## config.mk

```make
export PLATFORM = sky130hd
export DESIGN_NAME = wpf_run_out
export DESIGN_NICKNAME = d
export VERILOG_FILES = /design/src/hw/rtl/wpf_pkg.sv /design/src/hw/rtl/wpf_run_out.sv
export SDC_FILE = /design/constraint.sdc
export NUM_CORES = 1
export LEC_CHECK = 0
export ABC_CLOCK_PERIOD_IN_PS = 17800
export BUFFER_PORTS_ARGS = -buffer_cell sky130_fd_sc_hd__buf_4
export CAP_MARGIN = 10
export CORE_ASPECT_RATIO = 1.1
export CORE_MARGIN = 4
export CORE_UTILIZATION = 55
export CTS_BUF_LIST = sky130_fd_sc_hd__clkbuf_8 sky130_fd_sc_hd__clkbuf_16
export DETAILED_ROUTE_END_ITERATION = 6
export PLACE_DENSITY = 0.81
export SYNTH_ARGS = -nofsm -noshare
export SYNTH_HDL_FRONTEND = slang
export SYNTH_SLANG_ARGS = --single-unit
```

## constraint.sdc

```tcl
create_clock -name clk_i -period 17.8 [get_ports clk_i]
set_input_delay 3.56 -clock clk_i [delete_from_list [all_inputs] [get_ports clk_i]]
set_output_delay 3.56 -clock clk_i [all_outputs]
set_load 0.01 [all_outputs]
```

## src/hw/rtl/wpf_pkg.sv

```systemverilog
// ----------------------------------------------------------------------------
// wpf_pkg
// Shared word types and widths for the window peak finder.
// ----------------------------------------------------------------------------
`default_nettype none

package wpf_pkg;

  localparam int unsigned PIX_W  = 16;
  localparam int unsigned COL_W  = 13;
  localparam int unsigned ROW_W  = 12;
  localparam int unsigned OCOL_W = 11;

  localparam logic [1:0] CFG_FRAME_WIDTH  = 2'd0;
  localparam logic [1:0] CFG_FRAME_HEIGHT = 2'd1;
  localparam logic [1:0] CFG_THRESHOLD    = 2'd2;
  localparam logic [1:0] CFG_HALF_BOX     = 2'd3;

  typedef struct packed {
    logic [PIX_W-1:0] pixel_value;
    logic             frame_start;
  } in_word_t;

  typedef struct packed {
    logic [PIX_W-1:0]  window_value;
    logic [OCOL_W-1:0] window_col;
    logic [ROW_W-1:0]  window_row;
    logic              run_last;
  } out_word_t;

  // Position tag of a pixel travelling down the pipeline.
  typedef struct packed {
    logic             valid;
    logic [COL_W-1:0] col;
    logic [ROW_W-1:0] row;
  } pos_t;

endpackage

`default_nettype wire

```

## src/hw/rtl/wpf_run_out.sv

```systemverilog
// ----------------------------------------------------------------------------
// wpf_run_out
// Holds one peak's window and sends it out element by element.
// ----------------------------------------------------------------------------
`default_nettype none

module wpf_run_out import wpf_pkg::*; #(
  parameter int unsigned MAX_HALF_BOX = 2
) (
  input  wire logic              clk_i,
  input  wire logic              rst_ni,
  input  wire logic              load_i,
  input  wire logic [PIX_W-1:0]  load_vec_i [(2*MAX_HALF_BOX+1)*(2*MAX_HALF_BOX+1)],
  input  wire logic [1:0]        box_i,
  input  wire logic [COL_W-1:0]  c0_i,
  input  wire logic [ROW_W-1:0]  r0_i,
  output logic                   free_o,
  output logic                   out_valid_o,
  input  wire logic              out_stall_i,
  output out_word_t              out_word_o
);

  localparam int unsigned SIDE = 2 * MAX_HALF_BOX + 1;
  localparam int unsigned NE   = SIDE * SIDE;
  localparam int unsigned KW   = $clog2(SIDE);
  localparam int unsigned RW   = $clog2(NE + 1);

  logic [PIX_W-1:0] snap_q [NE];
  logic             busy_q;
  logic [RW-1:0]    rem_q;
  logic [KW-1:0]    k_q, side_m1_q;
  logic [COL_W-1:0] c0_q, col_q;
  logic [ROW_W-1:0] row_q;
  logic             pop, last;
  logic [KW-1:0]    side_m1;

  assign pop     = busy_q && !out_stall_i;
  assign last    = (rem_q == RW'(1));
  assign free_o  = !busy_q || (pop && last);
  assign side_m1 = {{(KW-2){1'b0}}, box_i} << 1;

  always_ff @(posedge clk_i or negedge rst_ni) begin
    if (!rst_ni) begin
      busy_q <= 1'b0;
    end else if (load_i) begin
      busy_q <= 1'b1;
    end else if (pop && last) begin
      busy_q <= 1'b0;
    end
  end

  always_ff @(posedge clk_i) begin
    if (load_i) begin
      snap_q    <= load_vec_i;
      rem_q     <= RW'((side_m1 + 1'b1) * (side_m1 + 1'b1));
      k_q       <= '0;
      side_m1_q <= side_m1;
      c0_q      <= c0_i;
      col_q     <= c0_i;
      row_q     <= r0_i;
    end else if (pop) begin
      for (int i = 0; i < NE - 1; i++) begin
        snap_q[i] <= snap_q[i+1];
      end
      rem_q <= rem_q - 1'b1;
      if (k_q == side_m1_q) begin
        k_q   <= '0;
        col_q <= c0_q;
        row_q <= row_q + 1'b1;
      end else begin
        k_q   <= k_q + 1'b1;
        col_q <= col_q + 1'b1;
      end
    end
  end

  assign out_valid_o             = busy_q;
  assign out_word_o.window_value = snap_q[0];
  assign out_word_o.window_col   = col_q[OCOL_W-1:0];
  assign out_word_o.window_row   = row_q;
  assign out_word_o.run_last     = last;

endmodule

`default_nettype wire

```

[After elaboration in Yosys (flattened, before gate mapping)]
Cells that the tools add are included.
Operators by class
  add/subtract/negate cells: 5
  multipliers: 1
  equality and inequality tests: 2
  reduce and logical (&&, ||, !) cells: 9
  multiplexer cells: 13
Operators with widths (number)
  $mux W384: 2
  $mux W13: 3
  $mux W12: 3
  $add A13 B1 Y13 const B: 1
  $add A12 B1 Y12 const B: 1
  $mux W5: 2
  $reduce_bool A2 Y1: 3
  $eq A5 B1 Y1 const B: 1
  $mul A4 B4 Y5: 1
  $sub A5 B1 Y5 const B: 1
  $add A3 B1 Y4 const B: 1
  $add A3 B1 Y3 const B: 1
  $eq A3 B3 Y1: 1
  $mux W3: 1
  $logic_and A1 B1 Y1: 2
  $logic_not A1 Y1: 2
  $mux W1: 2
  $reduce_and A2 Y1: 1
  $logic_or A1 B1 Y1: 1
Word-level totals
  output and inout port bits: 42
  flip-flop bits (word level): 449
  logic and storage cells: 62

[Longest topological paths before layout]
  depth after elaboration: 5
  mapped depth: 6
  mapped depth without buffers: 6

[Least setup slack after synthesis]
OpenSTA, ideal clock, no wires.
  path kind: in2reg
  start: in load_i
  end: reg col_q[0], enable pin
  required time: 16961 ps
  library setup time: 839 ps
  arrival: 13883 ps
  setup slack: 3078 ps
  stages on the path: 4
  cells stage by stage: buf_2 -> clkbuf_1 -> buf_2 -> nand2b_1
Between the ends
  word-level cells in the longest chain between the ends: 1
Ends and longest elaborated chain
  from (decl): RTL line wpf_run_out.sv:12  | input wire logic load_i,
  $reduce_bool A2 Y1 (no line)
  to (signal assigned): RTL line wpf_run_out.sv:59  | col_q <= c0_i;
  to (signal assigned): RTL line wpf_run_out.sv:68  | col_q <= c0_q;
  to (signal assigned): RTL line wpf_run_out.sv:72  | col_q <= col_q + 1'b1;
  to (decl): RTL line wpf_run_out.sv:32  | logic [COL_W-1:0] c0_q, col_q;
Every way passes these cells.
A chain may end at the register's enable or synchronous reset.

[Worst setup path after layout]
  start: in out_stall_i
  end: out free_o
Between the ends
  word-level cells in the longest chain between the ends: 4
Ends and longest elaborated chain
  from (decl): RTL line wpf_run_out.sv:19  | input wire logic out_stall_i,
  $logic_not A1 Y1: RTL line wpf_run_out.sv:37  | assign pop = busy_q && !out_stall_i;
  $logic_and A1 B1 Y1: RTL line wpf_run_out.sv:37
  $logic_and A1 B1 Y1: RTL line wpf_run_out.sv:39  | assign free_o = !busy_q || (pop && last);
  $logic_or A1 B1 Y1: RTL line wpf_run_out.sv:39
  to (decl): RTL line wpf_run_out.sv:17  | output logic free_o,
Every way passes these cells.

==> run summary <==
Result of the run -> finished clean
Root buffer cell -> clkbuf_16
Leakage power -> 9.49 nW
Sum of net half-perimeters after detailed placement -> 30,600 um
Met1 global-route usage -> 25.2%
Primary flip-flop cell chosen by synthesis mapping -> edfxtp_1
Remaining max-slew budget at the tightest pin -> 23.3%
Post-CTS repair timing setup buffer count -> 0
Worst skew pair latency -> 0.55 ns
Pin count of the biggest net entering global routing -> 195
Overall routed net length -> 43,400 um
Routability congestion estimate from global placement -> 0.889
Library cells used by synthesis -> 39
Syn Nets -> 1,494
Placed cell count -> 1,904
GRT overflow -> 0
Post-synthesis compound-gate area fraction -> 1.07%
Max VDD drop -> 88.8 uV
Arrival time at the worst endpoint -> 4.06 ns
Internal Dissipation -> 1.99 mW
Proportion of power drawn by the clock network -> 36.1%
GRT Max-Usage Layer -> met2
Total global-route track usage -> 22.0%
Effective utilization at floorplan -> 55.8%
Clk_skew -> 0.0211 ns
Worst hold slack across all endpoints -> 0.496 ns
Overall power after layout -> 2.53 mW
Flop pwr share -> 52.9%
Hold Vio Cnt, Final -> 0
Arithmetic-cell share of the synthesized area counting full adders, half adders and majority gates -> 0.459%
Share of flip-flops with an asynchronous set or reset after synthesis -> 0.225%
Post-CTS Hold Buffers -> 0
Largest fanout on the critical path -> 3
Fraction of layout cells with a size suffix above 1 -> 60.4%
Antenna violations before repair -> 5
Met3 capacity usage during global routing -> 8.94%
RSZ-0062 raised after global routing -> no
Count of input and output buffers -> 470
Routed wire per std cell -> 21.8 um
Final worst path period share -> 42.8%
Worst path most repeated cell -> buf_4
Gate power share -> 11.0%
Resize count post-CTS -> 0
Worst setup path category -> input pin to output pin
CP cell instances -> buf_4, nand2b_1, nand2_1, buf_4
Leading cell type in the layout, fill and taps excluded -> buf_4
Max-slew violation count -> 0
Number of H-tree levels -> 2
CP max stage cell -> nand2b_1
Boundary pin count -> 473
Slew @ Worst Pin -> 1.15 ns
Mux share of post-synthesis cell area -> 23.0%
Post-route minimum period -> 7.62 ns
Sequential cell area fraction in the yosys report -> 69.8%
Most used cells in the layout excluding fill and tap cells -> 474 x buf_4, 441 x edfxtp_1, 386 x mux2_2
Crit-path max cell delay -> 0.13 ns
Basic-gate share of the synthesized area counting and, or, nand and nor cells -> 2.43%
TritonCTS buffer count -> 45
Critical Path End Type -> output pin
Clock tree from TritonCTS -> yes
Per-cell via count in the routed design -> 5.38
Maximum count of clock buffers along a single path -> 3
Global-route wire length before repair -> 63,700 um
Crit path launch type -> input pin
Placed Instance Area -> 22,900 um2
Combinational family with the most area after synthesis -> multiplexers
Final Net Count -> 1,951
Horizontal die dimension -> 186 um
Ys Warns -> 0
Count of placed standard cells in the final layout, fillers left out -> 1,986
Met2 Usage GRT -> 38.2%
Synth-to-Final Area Change -> 27.3%
Number of global-route vias before repair -> 11,300
Final setup viols -> 0
Setup tns final -> 0 ns
Xor and xnor fraction of the mapped netlist area -> 1.06%
Synthesized cell area -> 19,100 um2
Worst EP required -> 14.24 ns
Net switching share of the total power -> 21.1%
Clock sink count -> 445
Power density of the placed cells -> 104 nW/um2
Remaining number of nets flagged by the antenna check after routing -> 0
Post-synth EDFFs -> 441
Number of max-capacitance violations reported -> 0
Syn avg cell area -> 18.1 um2
Register clock-pin slew on the reported worst setup and hold paths -> 0.06 ns
Switching component of the power -> 0.532 mW
Number of rows created at floorplan -> 71
Post-synthesis sequential element count -> 445
Initial drt markers -> 704
Chip Height -> 203 um
Gate count after technology mapping -> 1,056
Via count -> 10,700
1st-pass router iterations -> 5
Final non-filler cell area -> 24,300 um2
Tightest Hold Check Type -> flop to flop
Drt drc -> 0
Die footprint -> 37,800 um2
F_max -> 0.131 GHz
Placeable core region -> 34,200 um2
-- cell usage after synthesis (all sizes together), types with 3 or more instances --
cell	instances	share of area (%)
clkbuf	8	0.16
mux2	386	23
o21a	3	0.12
ha	7	0.46
nand2	29	0.57
o21ai	15	0.39
nand4	3	0.13
edfxtp	441	69
o31ai	3	0.12
nand3	9	0.39
mux2i	5	0.26
a21oi	6	0.16
nor2	11	0.22
a221oi	3	0.20
inv	9	0.18
dfxtp	3	0.31
xor2	9	0.41
nor3	14	0.50
buf	59	1.8
nand2b	5	0.16
xnor2	14	0.64
nor4	5	0.24
-- worst max-delay path: cells and delay by family --
kind                   cells  cell delay, ns
buffers and inverters      2            0.25
AND/OR/NAND/NOR            2            0.26
-- logic make-up after synthesis --
family / count (synthesis)
and+or+nand+nor: 82
xor gates and xnor gates: 23
adders and majority gates: 7
DFF: 445
muxes: 391
AOI/OAI and AO/OA: 32
buffers and inverters: 76
-- power by group through the flow --
stage / Sequential (mW) / Clock [mW] / Combinational (mW)
2_1_floorplan: 1.37 / 0 / 0.159
3_3_place_gp: 1.35 / 0 / 0.269
3_5_place_dp: 1.36 / 0 / 0.279
4_1_cts: 1.34 / 0.931 / 0.281
5_1_grt: 1.35 / 0.975 / 0.301
6_report: 1.34 / 0.913 / 0.277
-- path summary, 6_finish.rpt --
| path | end | depth (start not counted) | slack, ns | start |
|---|---|---|---|---|
| min in group asynchronous | out_valid_o | 1 | 2.77 | rst_ni |
| max | free_o | 4 | 10.18 | out_stall_i |
| max in group asynchronous | out_valid_o | 1 | 14.95 | rst_ni |
| max reg2reg | snap_q[189] | 4 | 14.30 | out_valid_o |
| min reg2reg | k_q[1] | 2 | 0.50 | k_q[1] |
| min | k_q[1] | 2 | 0.50 | k_q[1] |
-- metal layers --
metal  vias up  routed length (um)
met4         2                 925
li1       4998                   -
met3        63                4810
met5         -                  13
met2       427               22100
met1      5194               15600
-- registers in the layout, indices dropped and copies added, names as in the netlist --
register     count
col_q           11
row_q           12
out_valid_o      1
c0_q            11
snap_q         384
k_q              3
side_m1_q        2
rem_q            5
out_word_o      16
-- per-stage QoR --
step           setup WS [ns]  utilization, %
2_1_floorplan           3.08               -
3_3_place_gp           10.20            66.9
3_5_place_dp           10.19            66.9
4_1_cts                10.19            71.0
5_1_grt                10.17            71.1
6_report               10.18            71.1
-- cell type report --
class / count / area [um2]
clock inverter: 31 / 238
sequential: 445 / 13300
timing repair buffer: 477 / 3610
inverter: 9 / 33.8
multi-input combinational: 535 / 5360
tap: 438 / 548
antenna: 4 / 10.0
fill: 2152 / 9890
clock buffer: 47 / 1180
(Power assumes the default switching activity.)
