[src/hw/rtl/wpf_pkg.sv]
// ----------------------------------------------------------------------------
// wpf_pkg
// Shared word types and widths for the window peak finder.
// ----------------------------------------------------------------------------
`default_nettype none

package wpf_pkg;

  localparam int unsigned PIX_W  = 16;
  localparam int unsigned COL_W  = 13;
  localparam int unsigned ROW_W  = 12;
  localparam int unsigned OCOL_W = 11;

  localparam logic [1:0] CFG_FRAME_WIDTH  = 2'd0;
  localparam logic [1:0] CFG_FRAME_HEIGHT = 2'd1;
  localparam logic [1:0] CFG_THRESHOLD    = 2'd2;
  localparam logic [1:0] CFG_HALF_BOX     = 2'd3;

  typedef struct packed {
    logic [PIX_W-1:0] pixel_value;
    logic             frame_start;
  } in_word_t;

  typedef struct packed {
    logic [PIX_W-1:0]  window_value;
    logic [OCOL_W-1:0] window_col;
    logic [ROW_W-1:0]  window_row;
    logic              run_last;
  } out_word_t;

  // Position tag of a pixel travelling down the pipeline.
  typedef struct packed {
    logic             valid;
    logic [COL_W-1:0] col;
    logic [ROW_W-1:0] row;
  } pos_t;

endpackage

`default_nettype wire

[src/hw/rtl/wpf_window.sv]
// ----------------------------------------------------------------------------
// wpf_window
// Column assembly, window shift registers and the peak decision.
// ----------------------------------------------------------------------------
`default_nettype none

module wpf_window import wpf_pkg::*; #(
  parameter int unsigned MAX_HALF_BOX = 2
) (
  input  wire logic                  clk_i,
  input  wire logic                  rst_ni,
  input  wire logic                  en_i,
  input  wire pos_t                  s1_i,
  input  wire logic [$clog2(2*MAX_HALF_BOX+1)-1:0] rmod_i,
  input  wire logic [PIX_W-1:0]      pix_i,
  input  wire logic [PIX_W-1:0]      rd_i [2*MAX_HALF_BOX+1],
  input  wire logic [PIX_W-1:0]      thr_i,
  input  wire logic [1:0]            box_i,
  output pos_t                       s2_o,
  output logic                       peak_o,
  output logic [PIX_W-1:0]           load_o [(2*MAX_HALF_BOX+1)*(2*MAX_HALF_BOX+1)]
);

  localparam int unsigned SIDE = 2 * MAX_HALF_BOX + 1;
  localparam int unsigned LW   = $clog2(SIDE);
  localparam int unsigned NE   = SIDE * SIDE;

  logic [PIX_W-1:0] col_vec [SIDE];
  logic [PIX_W-1:0] win_q [SIDE][SIDE];
  pos_t             s2_q;

  // Element d of the column is the row d lines above the newest one.
  always_comb begin
    col_vec[0] = pix_i;
    for (int d = 1; d < SIDE; d++) begin
      if (rmod_i >= LW'(d)) begin
        col_vec[d] = rd_i[rmod_i - LW'(d)];
      end else begin
        col_vec[d] = rd_i[rmod_i + LW'(SIDE - d)];
      end
    end
  end

  always_ff @(posedge clk_i) begin
    if (en_i && s1_i.valid) begin
      win_q[0] <= col_vec;
      for (int j = 1; j < SIDE; j++) begin
        win_q[j] <= win_q[j-1];
      end
    end
  end

  always_ff @(posedge clk_i or negedge rst_ni) begin
    if (!rst_ni) begin
      s2_q <= '0;
    end else if (en_i) begin
      s2_q <= s1_i;
    end
  end

  logic [PIX_W-1:0] centre;
  logic             greater;
  logic [COL_W-1:0] twob;

  always_comb begin
    centre  = win_q[LW'(box_i)][LW'(box_i)];
    greater = 1'b0;
    for (int a = 0; a < SIDE; a++) begin
      for (int d = 0; d < SIDE; d++) begin
        if ((a <= 2 * int'(box_i)) && (d <= 2 * int'(box_i)) && (win_q[a][d] > centre)) begin
          greater = 1'b1;
        end
      end
    end
  end

  assign twob   = {{(COL_W-3){1'b0}}, box_i, 1'b0};
  assign peak_o = s2_q.valid && (s2_q.col >= twob) && ({1'b0, s2_q.row} >= twob)
                  && (centre >= thr_i) && !greater;
  assign s2_o   = s2_q;

  // Raster-order window for each legal box size; age indexes run backwards.
  logic [PIX_W-1:0] cand [MAX_HALF_BOX][NE];
  for (genvar bb = 1; bb <= MAX_HALF_BOX; bb++) begin : g_box
    localparam int unsigned BS = 2 * bb + 1;
    for (genvar idx = 0; idx < NE; idx++) begin : g_el
      if (idx < BS * BS) begin : g_in
        assign cand[bb-1][idx] = win_q[2*bb - idx % BS][2*bb - idx / BS];
      end else begin : g_out
        assign cand[bb-1][idx] = '0;
      end
    end
  end

  always_comb begin
    for (int i = 0; i < NE; i++) begin
      load_o[i] = cand[0][i];
      for (int bb = 2; bb <= MAX_HALF_BOX; bb++) begin
        if (box_i == 2'(bb)) begin
          load_o[i] = cand[bb-1][i];
        end
      end
    end
  end

endmodule

`default_nettype wire

[config.mk]
export PLATFORM = sky130hd
export DESIGN_NAME = wpf_window
export DESIGN_NICKNAME = d
export VERILOG_FILES = /design/src/hw/rtl/wpf_pkg.sv /design/src/hw/rtl/wpf_window.sv
export SDC_FILE = /design/constraint.sdc
export NUM_CORES = 1
export LEC_CHECK = 0
export BUFFER_PORTS_ARGS = -buffer_cell sky130_fd_sc_hd__buf_2
export CAP_MARGIN = 25
export CORE_ASPECT_RATIO = 1.1
export CORE_MARGIN = 5
export CORE_UTILIZATION = 25
export DETAILED_ROUTE_END_ITERATION = 8
export HOLD_SLACK_MARGIN = 0.05
export PLACE_DENSITY_LB_ADDON = 0.12
export RECOVER_POWER = 25
export SYNTH_ARGS = -nofsm -noshare
export SYNTH_HDL_FRONTEND = slang
export SYNTH_SLANG_ARGS = --single-unit
[constraint.sdc]
create_clock -name clk_i -period 8.4 [get_ports clk_i]
set_clock_uncertainty 0.05 [all_clocks]
set_input_delay 0.42 -clock clk_i [delete_from_list [all_inputs] [get_ports clk_i]]
set_output_delay 0.42 -clock clk_i [all_outputs]
set_load 0.01 [all_outputs]
After elaboration in Yosys (flattened, before gate mapping)
Memories as Yosys holds them, arrays and structs flattened.
Index checks and enable logic that the tools add are counted.
{"block": "classes", "n_addsub": 8, "n_lt_le_gt_ge": 46, "n_eq_ne": 1, "n_mux": 83, "bitwise": 9, "reduce_logical": 41}
{"cell": "$mux 16", "count": 47}
{"cell": "$bmux 16 s3", "count": 9}
{"cell": "$gt 16x16->1", "count": 25}
{"cell": "$logic_and 1x1->1", "count": 40}
{"cell": "$ge 4x4->1 const B", "count": 9}
{"cell": "$not 3->4", "count": 8}
{"cell": "$mux 1", "count": 27}
{"cell": "$ge 16x16->1", "count": 1}
{"cell": "$ge 13x3->1", "count": 1}
{"cell": "$ge 12x3->1", "count": 1}
{"cell": "$add 3x2->3 const B", "count": 2}
{"cell": "$ge 3x2->1 const B", "count": 2}
{"cell": "$le 1x3->1 const A", "count": 2}
{"cell": "$le 2x3->1 const A", "count": 2}
{"cell": "$sub 3x2->3 const B", "count": 2}
{"cell": "$not 2->4", "count": 1}
{"cell": "$add 3x1->3 const B", "count": 1}
{"cell": "$add 3x3->3 const B", "count": 1}
{"cell": "$ge 3x1->1 const B", "count": 1}
{"cell": "$ge 3x3->1 const B", "count": 1}
{"cell": "$le 3x3->1 const A", "count": 1}
{"cell": "$sub 3x1->3 const B", "count": 1}
{"cell": "$sub 3x3->3 const B", "count": 1}
{"cell": "$eq 2x2->1 const B", "count": 1}
{"cell": "$logic_not 1->1", "count": 1}
{"block": "totals", "reg_bits": 26, "ramBits": 400, "inputBits": 146, "out_inout_bits": 427, "wordCells": 192, "mem_count": 1}
{"name": "win_q", "words": 5, "width": 80, "rd": 6, "rd_ports_with_merged_regs": 0, "write_ports": 5, "line": "wpf_window.sv:29", "rtl": "logic [PIX_W-1:0] win_q [SIDE][SIDE];"}

Longest topological paths before layout
{"block": "depth", "word_depth": 33, "ltp_mapped": 15, "depth_no_buf": 12}

Least setup slack after synthesis
OpenSTA, ideal clock, no wires.
{"block": "synth_timing", "path_kind": "input to register", "startpoint": "in en_i", "endpoint": "mem win_q[0][0] (netlist bit), enable pin", "setup_time_ps": 812, "t_arrival_ps": 10154, "t_required_ps": 7538, "setup_slack_ps": -2616, "stages": 3, "path_buffers": 2, "path_cell_list": "clkbuf_1 > clkbuf_1 > and2_1"}
{"item": "start: declaration", "line": "wpf_window.sv:12", "rtl": "input wire logic en_i,"}
{"item": "end: declaration", "line": "wpf_window.sv:29"}

==> impl_metrics.env <==
export IMPL_p_leak_uw=0.0156
export IMPL_finalWirelength_um=149000
export IMPL_drc=0
export IMPL_ant_nets=0
export IMPL_cts_sinks=426
export IMPL_post_cts_buffers=0
export IMPL_grt_overflow=0
export IMPL_final_layout_size_suffix_gt1_share_pct=29.7
export IMPL_dp_hpwl_um=114000
export IMPL_seqPwrFrac_pct=40.7
export IMPL_maxSlewViolCount=29
export IMPL_top_layer_used="met5"
export IMPL_path_class="reg -> out"
export IMPL_die_y_um=368
export IMPL_utilization_pct=31.2
export IMPL_wl_per_cell_um=31.6
export IMPL_min_path_cells=3
export IMPL_crit_end="peak_o"
export IMPL_crit_reg2reg_capture="win_q[2][57]$_DFFE_PP_"
export IMPL_synth_distinct_cells=59
export IMPL_dr_wl_met2_um=69200
export IMPL_status="finished, violations left"
export IMPL_root_buffer="clkbuf_16"
export IMPL_mostFrequentLayoutCell="buf_2"
export IMPL_grt_usage_pct=22.9
export IMPL_io_pins=573
export IMPL_cts_max_path_buffers=3
export IMPL_syn_area_per_cell_um2=11.5
export IMPL_nets=3700
export IMPL_r2r_cells=0
export IMPL_yosysWarnings=0
export IMPL_grt_pass1_vias=25200
export IMPL_p_switching_uw=2090
export IMPL_gp_congestion=0.887
export IMPL_startpoint_type="flop"
export IMPL_p_int_uw=4390
export IMPL_cap_violations=1
export IMPL_p_total_uw=6480
export IMPL_tritoncts="yes"
export IMPL_synthToLayoutAreaGrowth_pct=23.9
export IMPL_synth_edf_count=400
export IMPL_switching_share_pct=32.3
export IMPL_min_period_ns=6.24
export IMPL_violations="capacitance limit, slew limit"
export IMPL_dr_total_vias=25400
export IMPL_start_util_pct=25.1
export IMPL_arrival_ns=5.77
export IMPL_synth_seq_cells=426
export IMPL_combPwrFrac_pct=22.5
export IMPL_powerDensity_mw_per_mm2=180
export IMPL_cp_end_kind="primary output"
export IMPL_cp_startpoint="win_q[2][43]$_DFFE_PP_"
export IMPL_first_iter_violations=2253
export IMPL_vdd_ir_drop_max_v=0.000130
export IMPL_grt_pass1_wl_um=202000
export IMPL_clockPowerShare_pct=36.7
export IMPL_core_area_mm2=0.116
export IMPL_syn_inst=2534
export IMPL_rows=131
export IMPL_required_ns=7.93
export IMPL_die_area_mm2=0.124
export IMPL_hold_violations=0
export IMPL_rrSetupSlack_ns=7.09
export IMPL_grt_max_degree=178
export IMPL_relSlewSlack_pct=-0.330
export IMPL_synthArstFlopShare_pct=6.10
export IMPL_max_freq_mhz=160
export IMPL_setup_violations=0
export IMPL_synth_area_mm2=0.0291
export IMPL_port_buffer_count=572
export IMPL_synthFlopType="edfxtp_1"
export IMPL_tightest_slew_ns=1.50
export IMPL_first_pass_iters=6
export IMPL_critPathMaxFanout=16
export IMPL_vias_per_cell=5.40
export IMPL_final_cell_mix="buf_2, ha_1, edfxtp_1, and3_1, a21oi_1"
export IMPL_timing_rr_start="win_q[1][57]$_DFFE_PP_"
export IMPL_die_w_um=336
export IMPL_clk_latency_ns=0.62
export IMPL_htree_num_levels=2
export IMPL_syn_num_nets=3108
export IMPL_dr_wl_met3_um=9540
export IMPL_antenna_found_initial=31
export IMPL_cts_inserted_buffers=51
export IMPL_routedLengthMet1_um=64200
export IMPL_min_path_type="in -> reg"
export IMPL_rsz0062_at_grt="no"
export IMPL_min_period_over_period_pct=74.3
export IMPL_setup_tns_ns=0
export IMPL_cts_clk_slew_worst_paths_ns=0.06
export IMPL_synth_yosys_seq_area_share_pct=43.4
==> cells in the mapped netlist, types with 15 or more instances <==
| master | instances | area (um2) |
|---|---|---|
| a211oi_1 | 27 | 203 |
| a21o_1 | 30 | 225 |
| a21oi_1 | 195 | 976 |
| a221oi_1 | 53 | 464 |
| a31oi_1 | 49 | 307 |
| and3_1 | 240 | 1500 |
| buf_2 | 21 | 105 |
| clkbuf_1 | 101 | 379 |
| dfrtp_1 | 26 | 651 |
| edfxtp_1 | 400 | 12000 |
| ha_1 | 428 | 5360 |
| inv_1 | 66 | 248 |
| mux2_2 | 174 | 1960 |
| mux2i_1 | 15 | 150 |
| mux4_2 | 50 | 1130 |
| nand2_1 | 164 | 616 |
| nand3_1 | 42 | 210 |
| nand4_1 | 91 | 569 |
| nor2_1 | 83 | 312 |
| nor2b_1 | 42 | 263 |
| nor3_1 | 38 | 190 |
| o211ai_1 | 36 | 270 |
| o21ai_0 | 50 | 250 |
| o21ai_1 | 21 | 105 |
==> cell type report <==
| type | instances | area, um2 |
|---|---|---|
| inverters | 68 | 260 |
| clock buffers | 58 | 1350 |
| well taps | 1529 | 1910 |
| flip-flops and latches | 426 | 12700 |
| fillers | 11800 | 79800 |
| diodes | 7 | 17.5 |
| clock inverters | 36 | 409 |
| repair buffers | 670 | 3750 |
| multi-input cells | 1909 | 15700 |
==> power groups by stage <==
stage,logic [uW],registers [uW],clock network [uW]
6_report,1460,2640,2380
2_1_floorplan,853,2570,0
5_1_grt,1590,2640,2510
3_3_place_gp,1390,2690,0
4_1_cts,1460,2640,2430
3_5_place_dp,1430,2690,0
==> layer usage <==
metal / GRT usage, % / vias to the layer above
met2: 37.7 / 1184
met3: 3.32 / 214
met5: 0 / -
met1: 31.0 / 12800
met4: 7.39 / 8
li1: - / 11200
==> worst min path at each step <==
stage                                       from                      to
after global routing                     rd_i[9]  win_q[0][57]$_DFFE_PP_
final                                    rd_i[9]  win_q[0][57]$_DFFE_PP_
after global placement    win_q[3][64]$_DFFE_PP_  win_q[4][64]$_DFFE_PP_
after CTS                                rd_i[9]  win_q[0][57]$_DFFE_PP_
after floorplan                           rst_ni     s2_o[0]$_DFFE_PN0P_
after detailed placement  win_q[2][64]$_DFFE_PP_  win_q[3][64]$_DFFE_PP_
==> kinds of logic (layout without fill, tap and decap cells) <==
family	after synthesis	in the layout	share of synthesized area (%)
buffers and inverters	199	832	2.65
other	0	7	0
AND/OR/NAND/NOR	735	735	13.5
flip-flops	426	426	43.4
multiplexers	239	239	11.1
XOR/XNOR	2	2	0.0601
adder cells (fa/ha/maj)	428	428	18.4
AO/OA/AOI/OAI	505	505	10.9
==> per-stage QoR <==
| stage | area, um2 | cells | worst slack, ns | hold WS (ns) |
|---|---|---|---|---|
| 2_1_floorplan | 29100 | 2534 | 1.87 | 0.0744 |
| 3_3_place_gp | 33900 | 4557 | 2.36 | 0.379 |
| 3_5_place_dp | 33900 | 4559 | 2.30 | 0.383 |
| 4_1_cts | 36100 | 4696 | 2.27 | 0.158 |
| 5_1_grt | 36100 | 4698 | 2.05 | 0.207 |
| 6_report | 36100 | 4703 | 2.16 | 0.207 |
==> sequential cells by signal, indices dropped and copies added (netlist names) <==
| name | cells |
|---|---|
| s2_o | 26 |
| win_q | 400 |
==> what timing repair did <==
| action | in CTS | in global routing |
|---|---|---|
| hold endpoints to repair | 68 | 0 |
| gates resized for setup | 0 | 0 |
| hold buffers | 43 | 0 |
==> worst max-delay path, cell delays in order, from the launching register on <==
cell and delay [ns]:
edfxtp_1 0.35, clkbuf_1 0.36, mux4_2 0.59, inv_1 0.59, buf_4 0.49, ha_1 0.33
and2_0 0.19, a221o_1 0.31, a221oi_1 0.37, o21ai_1 0.12, o31a_1 0.25, nor4_2 0.32
nand4_1 0.15, a211oi_2 0.46, buf_2 0.24
(Power assumes the default switching activity.)
